File: src/rtl/b64d_pkg.sv
// Shared types and constants for the base64 stream decoder.
// No dependencies; every other file in rtl/ imports this package.
package b64d_pkg;

    // Input actions.
    localparam logic [1:0] ACT_CHAR   = 2'd0;
    localparam logic [1:0] ACT_FINISH = 2'd1;
    localparam logic [1:0] ACT_START  = 2'd2;

    // Error codes reported on the result port.
    localparam logic [2:0] ERR_NONE       = 3'd0;
    localparam logic [2:0] ERR_END        = 3'd1;
    localparam logic [2:0] ERR_PADDING    = 3'd2;
    localparam logic [2:0] ERR_ILLEGAL    = 3'd3;
    localparam logic [2:0] ERR_AFTER_PAD  = 3'd4;

    // One input beat.
    typedef struct packed {
        logic [1:0] action;
        logic [7:0] char_code;
    } b64d_in_t;

    // One result beat.
    typedef struct packed {
        logic [7:0] data_byte;
        logic       byte_valid;
        logic [2:0] error_code;
        logic       last_of_run;
    } b64d_out_t;

    // All results caused by one input beat, passed from the front end
    // to the output serializer. A run is either one error or 1..3 bytes.
    typedef struct packed {
        logic [1:0] count;
        logic       is_err;
        logic [2:0] err;
        logic [7:0] b0;
        logic [7:0] b1;
        logic [7:0] b2;
    } b64d_run_t;

endpackage

File: src/rtl/b64d_front.sv
// Front end of the base64 decoder: classifies each character, keeps the
// digit phase, the accumulator and the sticky error flag, and forms runs.
// Depends on b64d_pkg.
module b64d_front
    import b64d_pkg::*;
(
    input  logic      clk,
    input  logic      rst_n,
    input  logic      fire,
    input  b64d_in_t  item,
    output logic      run_push,
    output b64d_run_t run
);

    // Phase codes: digits collected, one pad seen, stream closed.
    localparam logic [2:0] PH_D0     = 3'd0;
    localparam logic [2:0] PH_D1     = 3'd1;
    localparam logic [2:0] PH_D2     = 3'd2;
    localparam logic [2:0] PH_D3     = 3'd3;
    localparam logic [2:0] PH_PAD1   = 3'd4;
    localparam logic [2:0] PH_CLOSED = 3'd5;

    // Character classes beyond the 64 digit values.
    localparam logic [6:0] DIGIT_WS  = 7'd64;
    localparam logic [6:0] DIGIT_BAD = 7'd65;

    localparam logic [7:0] CH_PAD = 8'h3d;

    // Map a character code to its digit value or class.
    function automatic logic [6:0] digit_of(input logic [7:0] c);
        logic [6:0] d;
        if (c >= 8'h41 && c <= 8'h5a)
            d = 7'(c - 8'h41);
        else if (c >= 8'h61 && c <= 8'h7a)
            d = 7'(c - 8'h61 + 8'd26);
        else if (c >= 8'h30 && c <= 8'h39)
            d = 7'(c - 8'h30 + 8'd52);
        else if (c == 8'h2b)
            d = 7'd62;
        else if (c == 8'h2f)
            d = 7'd63;
        else if (c == 8'd9 || c == 8'd10 || c == 8'd12 || c == 8'd13 || c == 8'd32)
            d = DIGIT_WS;
        else
            d = DIGIT_BAD;
        return d;
    endfunction

    logic [2:0]  phase_reg, phase_next;
    logic [23:0] acc_reg, acc_next;
    logic        failed_reg, failed_next;

    logic [6:0]  digit;
    logic [23:0] acc_shift;
    logic        do_pad;

    assign digit     = digit_of(item.char_code);
    assign acc_shift = {acc_reg[17:0], digit[5:0]};

    // Decode one beat into the next state and the run it causes.
    always_comb
    begin
        phase_next  = phase_reg;
        acc_next    = acc_reg;
        failed_next = failed_reg;
        run         = '0;
        do_pad      = 1'b0;

        if (item.action == ACT_START)
        begin
            phase_next  = PH_D0;
            acc_next    = '0;
            failed_next = 1'b0;
        end
        else if (item.action == ACT_FINISH && !failed_reg)
        begin
            do_pad = (phase_reg == PH_D1) || (phase_reg == PH_D2) || (phase_reg == PH_D3);
        end
        else if (item.action == ACT_CHAR && !failed_reg)
        begin
            if (item.char_code == CH_PAD)
                do_pad = 1'b1;
            else if (digit == DIGIT_BAD)
            begin
                run.count   = 2'd1;
                run.is_err  = 1'b1;
                run.err     = ERR_ILLEGAL;
                failed_next = 1'b1;
            end
            else if (digit != DIGIT_WS)
            begin
                if (phase_reg > PH_D3)
                begin
                    run.count   = 2'd1;
                    run.is_err  = 1'b1;
                    run.err     = ERR_AFTER_PAD;
                    failed_next = 1'b1;
                end
                else if (phase_reg == PH_D3)
                begin
                    // Fourth digit releases three bytes.
                    run.count  = 2'd3;
                    run.b0     = acc_shift[23:16];
                    run.b1     = acc_shift[15:8];
                    run.b2     = acc_shift[7:0];
                    phase_next = PH_D0;
                    acc_next   = '0;
                end
                else
                begin
                    phase_next = phase_reg + 3'd1;
                    acc_next   = acc_shift;
                end
            end
        end

        // Explicit or implicit padding.
        if (do_pad)
        begin
            unique case (phase_reg)
                PH_D3:
                begin
                    run.count  = 2'd2;
                    run.b0     = acc_reg[17:10];
                    run.b1     = acc_reg[9:2];
                    phase_next = PH_CLOSED;
                end
                PH_PAD1:
                begin
                    phase_next = PH_CLOSED;
                end
                PH_D2:
                begin
                    run.count  = 2'd1;
                    run.b0     = acc_reg[11:4];
                    phase_next = PH_PAD1;
                end
                PH_D1:
                begin
                    run.count   = 2'd1;
                    run.is_err  = 1'b1;
                    run.err     = ERR_END;
                    failed_next = 1'b1;
                end
                default:
                begin
                    run.count   = 2'd1;
                    run.is_err  = 1'b1;
                    run.err     = ERR_PADDING;
                    failed_next = 1'b1;
                end
            endcase
        end
    end

    assign run_push = fire && (run.count != 2'd0);

    // Decoder state advances on every accepted beat.
    always_ff @(posedge clk or negedge rst_n)
    begin
        if (!rst_n)
        begin
            phase_reg  <= PH_D0;
            acc_reg    <= '0;
            failed_reg <= 1'b0;
        end
        else if (fire)
        begin
            phase_reg  <= phase_next;
            acc_reg    <= acc_next;
            failed_reg <= failed_next;
        end
    end

endmodule

File: src/rtl/b64d_queue.sv
// Small run queue between the decoder front end and the output serializer.
// Depends on b64d_pkg.
module b64d_queue
    import b64d_pkg::*;
#(
    parameter int DEPTH = 4
)
(
    input  logic      clk,
    input  logic      rst_n,
    input  logic      wr_en,
    input  b64d_run_t wr_data,
    output logic      q_full,
    input  logic      rd_en,
    output b64d_run_t rd_data,
    output logic      q_empty
);

    localparam int PTR_W = (DEPTH > 1) ? $clog2(DEPTH) : 1;
    localparam int CNT_W = $clog2(DEPTH + 1);

    b64d_run_t        slots_reg [DEPTH];
    logic [PTR_W-1:0] wr_ptr_reg;
    logic [PTR_W-1:0] rd_ptr_reg;
    logic [CNT_W-1:0] count_reg;

    assign q_full  = (count_reg == CNT_W'(DEPTH));
    assign q_empty = (count_reg == '0);
    assign rd_data = slots_reg[rd_ptr_reg];

    // Storage slots.
    always_ff @(posedge clk)
    begin
        if (wr_en)
            slots_reg[wr_ptr_reg] <= wr_data;
    end

    // Pointers and fill count.
    always_ff @(posedge clk or negedge rst_n)
    begin
        if (!rst_n)
        begin
            wr_ptr_reg <= '0;
            rd_ptr_reg <= '0;
            count_reg  <= '0;
        end
        else
        begin
            if (wr_en)
                wr_ptr_reg <= (wr_ptr_reg == PTR_W'(DEPTH - 1)) ? '0 : wr_ptr_reg + 1'b1;
            if (rd_en)
                rd_ptr_reg <= (rd_ptr_reg == PTR_W'(DEPTH - 1)) ? '0 : rd_ptr_reg + 1'b1;
            if (wr_en && !rd_en)
                count_reg <= count_reg + 1'b1;
            else if (rd_en && !wr_en)
                count_reg <= count_reg - 1'b1;
        end
    end

endmodule

File: src/rtl/b64d_back.sv
// Output serializer: holds one run and hands out its results one beat at
// a time on the pop/empty port. Depends on b64d_pkg.
module b64d_back
    import b64d_pkg::*;
(
    input  logic      clk,
    input  logic      rst_n,
    input  b64d_run_t q_data,
    input  logic      q_empty,
    output logic      q_pop,
    input  logic      pop,
    output logic      empty,
    output b64d_out_t result
);

    b64d_run_t  hold_reg;
    logic       hold_valid_reg;
    logic [1:0] idx_reg;

    logic       last;
    logic       take;
    logic [7:0] sel_byte;

    assign last  = (idx_reg == hold_reg.count - 2'd1);
    assign take  = !hold_valid_reg || (pop && last);
    assign q_pop = take && !q_empty;
    assign empty = !hold_valid_reg;

    // Pick the byte of the run that is due.
    always_comb
    begin
        case (idx_reg)
            2'd0:    sel_byte = hold_reg.b0;
            2'd1:    sel_byte = hold_reg.b1;
            default: sel_byte = hold_reg.b2;
        endcase
    end

    assign result.data_byte   = hold_reg.is_err ? 8'd0 : sel_byte;
    assign result.byte_valid  = !hold_reg.is_err;
    assign result.error_code  = hold_reg.is_err ? hold_reg.err : ERR_NONE;
    assign result.last_of_run = last;

    // Run holding register and result index.
    always_ff @(posedge clk or negedge rst_n)
    begin
        if (!rst_n)
        begin
            hold_valid_reg <= 1'b0;
            idx_reg        <= '0;
        end
        else if (take)
        begin
            hold_valid_reg <= !q_empty;
            idx_reg        <= '0;
        end
        else if (pop)
        begin
            idx_reg <= idx_reg + 2'd1;
        end
    end

    always_ff @(posedge clk)
    begin
        if (q_pop)
            hold_reg <= q_data;
    end

endmodule

File: src/rtl/base64_stream_decoder.sv
// Base64 stream decoder top level: front end, run queue and output serializer.
// Depends on b64d_pkg, b64d_front, b64d_queue and b64d_back.
//
// Takes one character (or a finish or start action) per clock cycle whenever
// full is low. Each beat causes zero to three result beats, held as one run in
// a queue of QUEUE_DEPTH runs; the serializer hands out one result beat per
// cycle while pop is high, so input rate is one character per cycle and output
// rate is one result per cycle when neither side stalls. Input stalls only when
// the queue of runs is full, which happens when results are produced faster
// than one per cycle over time or when pop is held low. When the path is clear,
// the first result of an accepted character is written into the queue, then
// loaded into the serializer's hold register, from which it can be popped.
module base64_stream_decoder
    import b64d_pkg::*;
#(
    parameter int QUEUE_DEPTH = 4
)
(
    input  logic      clk,
    input  logic      rst_n,
    input  logic      push,
    output logic      full,
    input  b64d_in_t  item,
    output logic      empty,
    input  logic      pop,
    output b64d_out_t result
);

    logic      fire;
    logic      run_push;
    b64d_run_t run;
    b64d_run_t q_data;
    logic      q_empty;
    logic      q_pop;

    assign fire = push && !full;

    // Character classification and decoder state.
    b64d_front u_front (
        .clk      (clk),
        .rst_n    (rst_n),
        .fire     (fire),
        .item     (item),
        .run_push (run_push),
        .run      (run)
    );

    // Decouples the front end from the result port.
    b64d_queue #(
        .DEPTH (QUEUE_DEPTH)
    ) u_queue (
        .clk     (clk),
        .rst_n   (rst_n),
        .wr_en   (run_push),
        .wr_data (run),
        .q_full  (full),
        .rd_en   (q_pop),
        .rd_data (q_data),
        .q_empty (q_empty)
    );

    // One result beat per cycle while pop is high and a result is held.
    b64d_back u_back (
        .clk     (clk),
        .rst_n   (rst_n),
        .q_data  (q_data),
        .q_empty (q_empty),
        .q_pop   (q_pop),
        .pop     (pop),
        .empty   (empty),
        .result  (result)
    );

endmodule
File: config.mk
export PLATFORM = sky130hd
export DESIGN_NAME = base64_stream_decoder
export DESIGN_NICKNAME = d
export VERILOG_FILES = /design/src/rtl/b64d_pkg.sv /design/src/rtl/b64d_front.sv /design/src/rtl/b64d_queue.sv /design/src/rtl/b64d_back.sv /design/src/rtl/base64_stream_decoder.sv
export SDC_FILE = /design/constraint.sdc
export NUM_CORES = 1
export LEC_CHECK = 0
export ABC_CLOCK_PERIOD_IN_PS = 5530
export BUFFER_PORTS_ARGS = -buffer_cell sky130_fd_sc_hd__buf_2
export CAP_MARGIN = 20
export CORE_UTILIZATION = 55
export CTS_BUF_LIST = sky130_fd_sc_hd__clkbuf_8
export DETAILED_ROUTE_END_ITERATION = 8
export GPL_TIMING_DRIVEN = 0
export PLACE_DENSITY = 0.79
export SLEW_MARGIN = 10
export SYNTH_ARGS = -nofsm -noshare
export SYNTH_HDL_FRONTEND = slang
export SYNTH_SLANG_ARGS = --single-unit
File: constraint.sdc
create_clock -name clk -period 5.53 [get_ports clk]
set_clock_uncertainty 0.2 [all_clocks]
set_input_delay 1.106 -clock clk [delete_from_list [all_inputs] [get_ports clk]]
set_output_delay 1.106 -clock clk [all_outputs]
set_load 0.01 [all_outputs]
======== Word-level counts from Yosys, hierarchy flattened ========
Memories as Yosys holds them, arrays and structs flattened. A register that Yosys moved wholly into a read port is not among the register bits.
Cells that the tools add are included.
cells by class
  eq/ne operators ......................... 25
  reductions and logical operators ........ 36
  multipliers ............................. 0
  add/sub/neg operators ................... 12
  muxes and demuxes ....................... 65
  magnitude comparators ................... 7
  bitwise operators ....................... 0
  divide/modulo/power cells ............... 0
  shifts and indexed selects .............. 0
operators with widths
  operator                                                            count
  two-way mux 30 bit                                                  5
  two-way mux 18 bit                                                  8
  two-way mux 24 bit                                                  3
  two-way mux 3 bit                                                   12
  two-way mux 7 bit                                                   5
  == test 8 x 4 -> 1 bit (second input constant)                      4
  == test 8 x 6 -> 1 bit (second input constant)                      4
  case mux 8 bit (2 select lines)                                     2
  two-way mux 22 bit                                                  1
  greater-or-equal comparator 8 x 7 -> 1 bit (second input constant)  2
  <= comparator 8 x 7 -> 1 bit (second input constant)                2
  two-way mux 1 bit                                                   16
  two-way mux 8 bit                                                   2
  subtractor 7 bit (second input constant)                            2
  two-way mux 2 bit                                                   6
  logical AND 1 bit                                                   11
  nonzero test 2 bit                                                  5
  greater-or-equal comparator 8 x 6 -> 1 bit (second input constant)  1
  <= comparator 8 x 6 -> 1 bit (second input constant)                1
  != test 2 x 1 -> 1 bit (second input constant)                      4
  case mux 4 bit (2 select lines)                                     1
  adder 7 x 5 -> 7 bit (second input constant)                        1
  adder 7 x 6 -> 7 bit (second input constant)                        1
  == test 7 bit (second input constant)                               1
  24 further kinds                                                    45
storage, ports and cells
  input port bits ......................... 14
  memory bits (writable) .................. 120
  bits in latches ......................... 0
  logic and storage cells ................. 154
  register bits ........................... 32
  memories kept ........................... 1
  memory bits (read-only) ................. 0
memories
  name               depth  width  rd ports  clocked after memory_dff  write ports  line              text
  u_queue.slots_reg  4      30     1         1                         1            b64d_queue.sv:22  b64d_run_t slots_reg [DEPTH];

======== Longest topological paths before layout ========
Gate-level depths: netlist of the first run.
  depth after elaboration ................. 27
  mapped depth ............................ 16
  gate-level depth less buffers ........... 14

======== By module ========
Synthesis of the first run repeated with hierarchy kept, for this count alone.
second synthesis, totals
  cells, all modules ...................... 514
  area total of the unflattened synthesis .. 8239.2 um^2
modules (own cells, without submodules)
  module                 area an instance (um^2)  sequential area each (um^2)  cells each  times used
  b64d_queue             4784.6                   3778.6                       193         1
  b64d_front             2137.0                   550.5                        235         1
  b64d_back              1303.8                   975.9                        85          1
  base64_stream_decoder  13.8                     0.0                          1           1

======== Worst setup path after synthesis of the first run ========
No wires, ideal clock.
  path type ............................... input port to flip-flop
  from .................................... input port item[2] in the netlist's numbering
  to ...................................... memory u_queue.slots_reg[3][0] in the netlist's numbering (enable)
  path slack .............................. 1.201 ns
  arrival time ............................ 3.739 ns
  library setup time ...................... 0.390 ns
  data required time ...................... 4.940 ns
  buffers on the path ..................... 2
  stages .................................. 11
  cell sequence ........................... clkbuf_2 > inv_1 > ha_1 > buf_6 > and2_4 > a222oi_1 > o221ai_2 > nand4bb_1 > o221ai_2 > o21a_4 > and2_1
RTL lines
  item             line                         text
  start, declared  base64_stream_decoder.sv:23  input b64d_in_t item,
  end, declared    b64d_queue.sv:22

==> results of run 1 <==
==> synthesized netlist by cell type (all sizes together), types with 2 or more instances <==
master	count
o22ai	2
edfxtp	150
a22oi	8
clkbuf	8
a31oi	2
and4bb	2
xor2	3
mux4	30
or2	2
or4	2
ha	21
nor4	4
nor2	25
o221ai	3
nand2	56
a21oi	22
o21a	3
nor3b	5
a221oi	2
o21ai	23
nand2b	9
a211oi	3
a2111oi	2
a22o	9
o211ai	3
a21bo	2
buf	14
mux2i	3
and2	22
nand4bb	2
nor2b	4
dfrtp	32
inv	21
o31ai	7
mux2	6
nor3	6
==> final timing paths <==
kind | from | slack [ps] | end
max in group asynchronous | rst_n | 4120 | u_front.acc_reg[2]
max reg2reg | u_front.phase_reg[1] | 2110 | u_queue.count_reg[2]
min | u_front.acc_reg[15] | 290 | u_front.acc_reg[15]
min reg2reg | u_front.acc_reg[15] | 290 | u_front.acc_reg[15]
min in group asynchronous | rst_n | 520 | u_front.phase_reg[2]
max | item[2] | 1270 | u_queue.count_reg[2]
==> per-stage QoR <==
step	cell area (um2)	hold WS (ps)	power (mW)	util, %
floorplan	8129	250.2	2.451	-
global placement	8494	262.9	2.686	58.67
detailed placement	8618	271.0	2.768	59.52
CTS	9107	291.1	3.811	62.90
global route	9107	323.5	3.985	62.90
finish	9107	293.3	3.772	62.90
==> power groups by stage <==
stage / Combinational, mW / Sequential, mW / Clock, mW
floorplan: 0.664 / 1.79 / 0
global placement: 0.872 / 1.81 / 0
detailed placement: 0.947 / 1.82 / 0
CTS: 0.953 / 1.79 / 1.07
global route: 1.04 / 1.81 / 1.13
finish: 0.930 / 1.79 / 1.05
==> tightest hold or removal path: stages (launching register included) <==
cell and delay (ps):
dfrtp_1 350, nand2_1 40, o21ai_0 60
==> final cells by class <==
class | count | area [um2] | area share, %
Sequential cell | 182 | 5305 | 58.25
Multi-Input combinational cell | 315 | 2660 | 29.21
Buffer | 22 | 101.3 | 1.113
Clock inverter | 13 | 227.7 | 2.500
Timing Repair Buffer | 32 | 242.7 | 2.665
Inverter | 21 | 78.83 | 0.8655
Clock buffer | 19 | 261.5 | 2.871
Tap cell | 184 | 230.2 | 2.528
==> logic make-up (layout without fill, tap and decap cells) <==
logic type	count (synthesis)	count (layout)	share of synthesized area (%)
flip-flops	182	182	65.26
AND/OR/NAND/NOR	145	145	9.435
AO/OA/AOI/OAI	105	105	9.574
buffers and inverters	43	107	2.216
multiplexers	39	39	9.604
adder cells (fa/ha/maj)	22	22	3.479
XOR/XNOR	4	4	0.4310
==> per-layer routing <==
layer	global-route usage, %	share of wire, %	up-vias
met5	0	0	-
met4	7.605	1.7	0
met3	4.853	4.4	23
met2	39.42	52	123
met1	28.44	42	2390
li1	-	-	2178
==> out/results.tsv, run 1 <==
metric	value	unit
slew margin rel.	35.63	%
CP required	5710	ps
CP startpoint kind	input port	
Fin. Hold Viols	0	
share of power burned in combinational logic	24.7	%
Synth area leaders	edfxtp_1 (55%), dfrtp_1 (9.9%), mux4_2 (8.3%)	
status	finished, final reports clean	
Finished Layout Cells	788	
RSZ-0062 raised after global routing	false	
CTS tree	done	
crit path DAT	4440	ps
hold path depth	2	
critical-path maximum fanout	10	
CTS Buffer Depth	2	
switching share of power	28.07	%
wire per inst	19.74	um
number of enable flip-flop cells after synthesis	150	
post-CTS resize count	0	
top_reg_cell synth	edfxtp_1	
post-synth cell types	76	
Ant. Diodes	0	
initial antenna violation count	0	
Worst path slowest cell	fa_1	
area share of the largest cell type after synthesis	55.41	%
Max VDD drop	0.2030	mV
TritonCTS sink count	182	
Starting Density	56.14	%
Synth area leader	edfxtp_1	
Tcrit/Tclk final	77.10	%
instance count of the mapped netlist	540	
sequential area share after synthesis	65.26	%
cell family with most CP delay	compound AO/OA/AOI/OAI gates	
RePlAce Congestion	0.8638	
Post-DP HPWL	10.62	mm
Worst-Skew Late Latency	450	ps
average footprint of a synthesized cell	15.05	um2
std cell rows	44	
setup TNS	0	ps
Setup CP Type	input port to register	
worst path bufs/invs	5	
Slew @ Worst Pin	965.6	ps
residual DRC count	0	
Slew Limit Fails	0	
Die Footprint	15270	um2
sw power	1.059	mW
post-CTS setup buffers	0	
max reg flops	120	
clock slew at reported path FFs	90	ps
DR vias	4714	
worst min-delay path class	register to register	
share of power burned in registers	47.5	%
Core Area	14480	um2
Initial DRC Count	275	
# fillers	1010	
hold buffers post-CTS	0	
asr flop ratio synth	17.58	%
min Tclk post-route	4264	ps
#FFs+latches synth	182	
dpl ws	775.4	ps
pwr/cell area	414.2	nW/um2
number of buffers created by CTS	17	
most frequent cells in the layout	edfxtp_1 (150), nand2_1 (56), buf_2 (32), dfrtp_1 (32), mux4_2 (30)	
most common cell after layout, fill and taps aside	edfxtp_1	
Die X	123.6	um
final worst slack	1266	ps
Global Route Usage Sum	22.74	%
first-pass GRT wire length	25.14	mm
IO Port Bufs	27	
Peak Freq	234.5	MHz
vias in the first global route	4774	
Worst path depth	17	
root buf cell	clkbuf_8	
worst-path cell chain	buf_2 -> clkbuf_2 -> inv_1 -> ha_1 -> buf_6 -> and2_4 -> a222oi_1 -> o221ai_2 -> nand4bb_1 -> o221ai_2 -> o21a_4 -> ha_1 -> inv_1 -> fa_1 -> xor2_1 -> nor2_1 -> xor2_1	
synth warn	0	
CTS H-tree depth	4	
Static Leak	3.302	nW
clock power share	27.8	%
number of max-cap violations	0	
Net count, final	627	
grt total ovfl	0	
layout cells sized above 1	21.36	%
Int Pwr	2.713	mW
largest net degree at the start of global routing	33	
Post-DRT Antenna Nets	0	
Setup crit end kind	register	
# setup viols final	0	
Avg Vias per Cell	5.982	
Die Ht	123.6	um
Reg2Reg Depth	14	
WL final	15.55	mm
drt first pass iters	5	
Synth-to-Final Area Change	12.04	%
Post-Syn Area	8129	um2
io pins	29	
crit-path max cell delay	380	ps
Placed Instances	756	
syn nets	576	
Note: power is estimated with default switching activity, not from simulation.
==> run 2, diff against run 1 <==
Settings changed: ABC_CLOCK_PERIOD_IN_PS 5530 to 3400, PLACE_DENSITY 0.79 to 0.82.
Clock period 5.53 ns to 3.4 ns, I/O delays scaled along.
==> run 2 against run 1 <==
Hold slack worse by 220 ps. Power increased by 57%. Critical endpoint is now u_queue.count_reg[1]. Flip-flop and latch count unchanged. Clock power increased by 35%.
==> out/results.tsv, run 2 (synthesis gave the netlist of run 1 again) <==
metric	value	unit	change
Slew Limit Fails	0		unchanged
Placed Instances	752		was 756
register area	5308	um2	was 5305 um2
clock power share	24.0	%	was 27.8%
critical-path maximum fanout	9		was 10
Starting Density	56.14	%	unchanged
wire per inst	20.27	um	was 19.74 um
std cell rows	44		unchanged
pwr/cell area	640.9	nW/um2	was 414.2 nW/um2
Static Leak	3.313	nW	was 3.302 nW
most common cell after layout, fill and taps aside	edfxtp_1		unchanged
Fin. Hold Viols	0		unchanged
root buf cell	clkbuf_8		unchanged
Global Route Usage Sum	22.82	%	was 22.74%
grt total ovfl	0		unchanged
dpl ws	-782.2	ps	was 775.4 ps
CTS Buffer Depth	2		unchanged
final worst slack	67.58	ps	was 1266 ps
number of max-cap violations	0		unchanged
Post-DP HPWL	10.95	mm	was 10.62 mm
setup TNS	0	ps	unchanged
worst reg2reg setup slack	230	ps	was 2110 ps
Slew @ Worst Pin	893.3	ps	was 965.6 ps
number of buffers created by CTS	17		unchanged
Post-DRT Antenna Nets	0		unchanged
WL final	16.15	mm	was 15.55 mm
Setup CP Type	input port to register		unchanged
Avg Vias per Cell	5.934		was 5.982
CTS tree	done		unchanged
slew margin rel.	40.45	%	was 35.63%
worst r2r src	u_front.phase_reg[0]		was u_front.phase_reg[1]
CTS H-tree depth	4		unchanged
area of the multi-input gates	2806	um2	was 2660 um2
Initial DRC Count	347		was 275
worst reg2reg endpoint	u_queue.count_reg[2]		unchanged
first-pass GRT wire length	25.14	mm	unchanged
CP required	3550	ps	was 5710 ps
sw power	1.728	mW	was 1.059 mW
Int Pwr	4.183	mW	was 2.713 mW
# fillers	1024		was 1,010
Die X	123.6	um	unchanged
Final Util	63.71	%	was 62.90%
Finished Layout Cells	797		was 788
Worst-Skew Late Latency	460	ps	was 450 ps
Die Ht	123.6	um	unchanged
Ant. Diodes	0		unchanged
switching share of power	29.24	%	was 28.07%
crit path DAT	3480	ps	was 4440 ps
initial antenna violation count	0		unchanged
Core Area	14480	um2	unchanged
vias in the first global route	4821		was 4,774
share of power burned in registers	49.5	%	was 47.5%
Die Footprint	15270	um2	unchanged
share of power burned in combinational logic	26.6	%	was 24.7%
worst min-delay path class	input port to asynchronous set/reset pin		was register to register
CP startpoint kind	input port		unchanged
TritonCTS sink count	182		unchanged
DP Area	8600	um2	was 8618 um2
DR vias	4729		was 4,714
layout cells sized above 1	25.61	%	was 21.36%
Final Total Pwr	5.911	mW	was 3.772 mW
status	finished, final reports clean		unchanged
Setup crit end kind	register		unchanged
clock slew at reported path FFs	90	ps	about the same
Synth-to-Final Area Change	13.47	%	was 12.04%
Net count, final	636		was 627
drt first pass iters	5		unchanged
Max VDD drop	0.3049	mV	was 0.2030 mV
min Tclk post-route	3332	ps	
residual DRC count	0		unchanged
Tcrit/Tclk final	98.01	%	
Peak Freq	300.1	MHz	
max reg flops	120		unchanged
Reg2Reg Depth	15		was 14
worst hold slack	76.26	ps	was 293.3 ps
RePlAce Congestion	0.8089		was 0.8638
# setup viols final	0		unchanged
io pins	29		unchanged
most frequent cells in the layout	edfxtp_1 (150), nand2_1 (56), mux4_2 (30), dfrtp_1 (30), buf_2 (28)		was edfxtp_1 (150), nand2_1 (56), buf_2 (32), dfrtp_1 (32), mux4_2 (30)
largest net degree at the start of global routing	33		unchanged
RSZ-0062 raised after global routing	false		unchanged
hold buffers post-CTS	0		unchanged
IO Port Bufs	27		unchanged
Design Area, Final	9224	um2	was 9107 um2
[run 2: how the worst max path moves through the flow]
| stage | endpoint | slack (ps) | start | cells past startpoint |
|---|---|---|---|---|
| after global routing | u_queue.count_reg[1] | 0.8 | item[2] | 15 |
| after floorplan | u_queue.count_reg[1] | -200 | item[2] | 14 |
| after global placement | u_queue.slots_reg[1][15] | -740 | item[0] | 10 |
| final | u_queue.count_reg[1] | 70 | item[2] | 15 |
| after CTS | u_queue.count_reg[1] | 2 | item[2] | 16 |
| after detailed placement | u_queue.slots_reg[0][15] | -780 | item[0] | 10 |
[run 2: final cells by class]
type / count / share of cell area [%]
plain buffers: 21 / 1.194
clock buffers: 18 / 2.686
clock inverters: 14 / 1.560
inverters: 21 / 0.9902
multi-input cells: 315 / 30.43
flip-flops and latches: 182 / 57.54
well taps: 184 / 2.496
repair buffers: 42 / 3.106
[run 2: routing by layer]
metal	track usage, %	share of wire (%)
met1	28.80	42
met2	39.63	53
met3	4.441	3.9
met4	7.756	1.7
met5	0	0
[run 2: critical path, stage by stage]
cell and delay [ps]:
buf_6 100, clkbuf_16 140, clkinv_8 60, ha_4 190, and2_4 150, a222oi_1 340, o221ai_2 200, o21ai_4 280
buf_12 140, a21oi_4 50, o21a_4 250, ha_4 160, inv_2 40, fa_1 410, mux2_4 280
[run 2: power groups by stage]
stage	sequential (mW)	combinational, mW	clock (mW)
floorplan	2.90	1.10	0
global placement	2.95	1.44	0
detailed placement	2.97	1.54	0
CTS	2.92	1.57	1.44
global route	2.95	1.73	1.53
finish	2.92	1.57	1.42
[run 2: repair_timing]
item | in CTS | in global routing
pin swaps | 7 | 7
endpoints found under the hold margin | 0 | 0
setup buffers | 9 | 5
endpoints found under the setup margin | 122 | 124
resized for setup | 12 | 21
cloned | 0 | 0
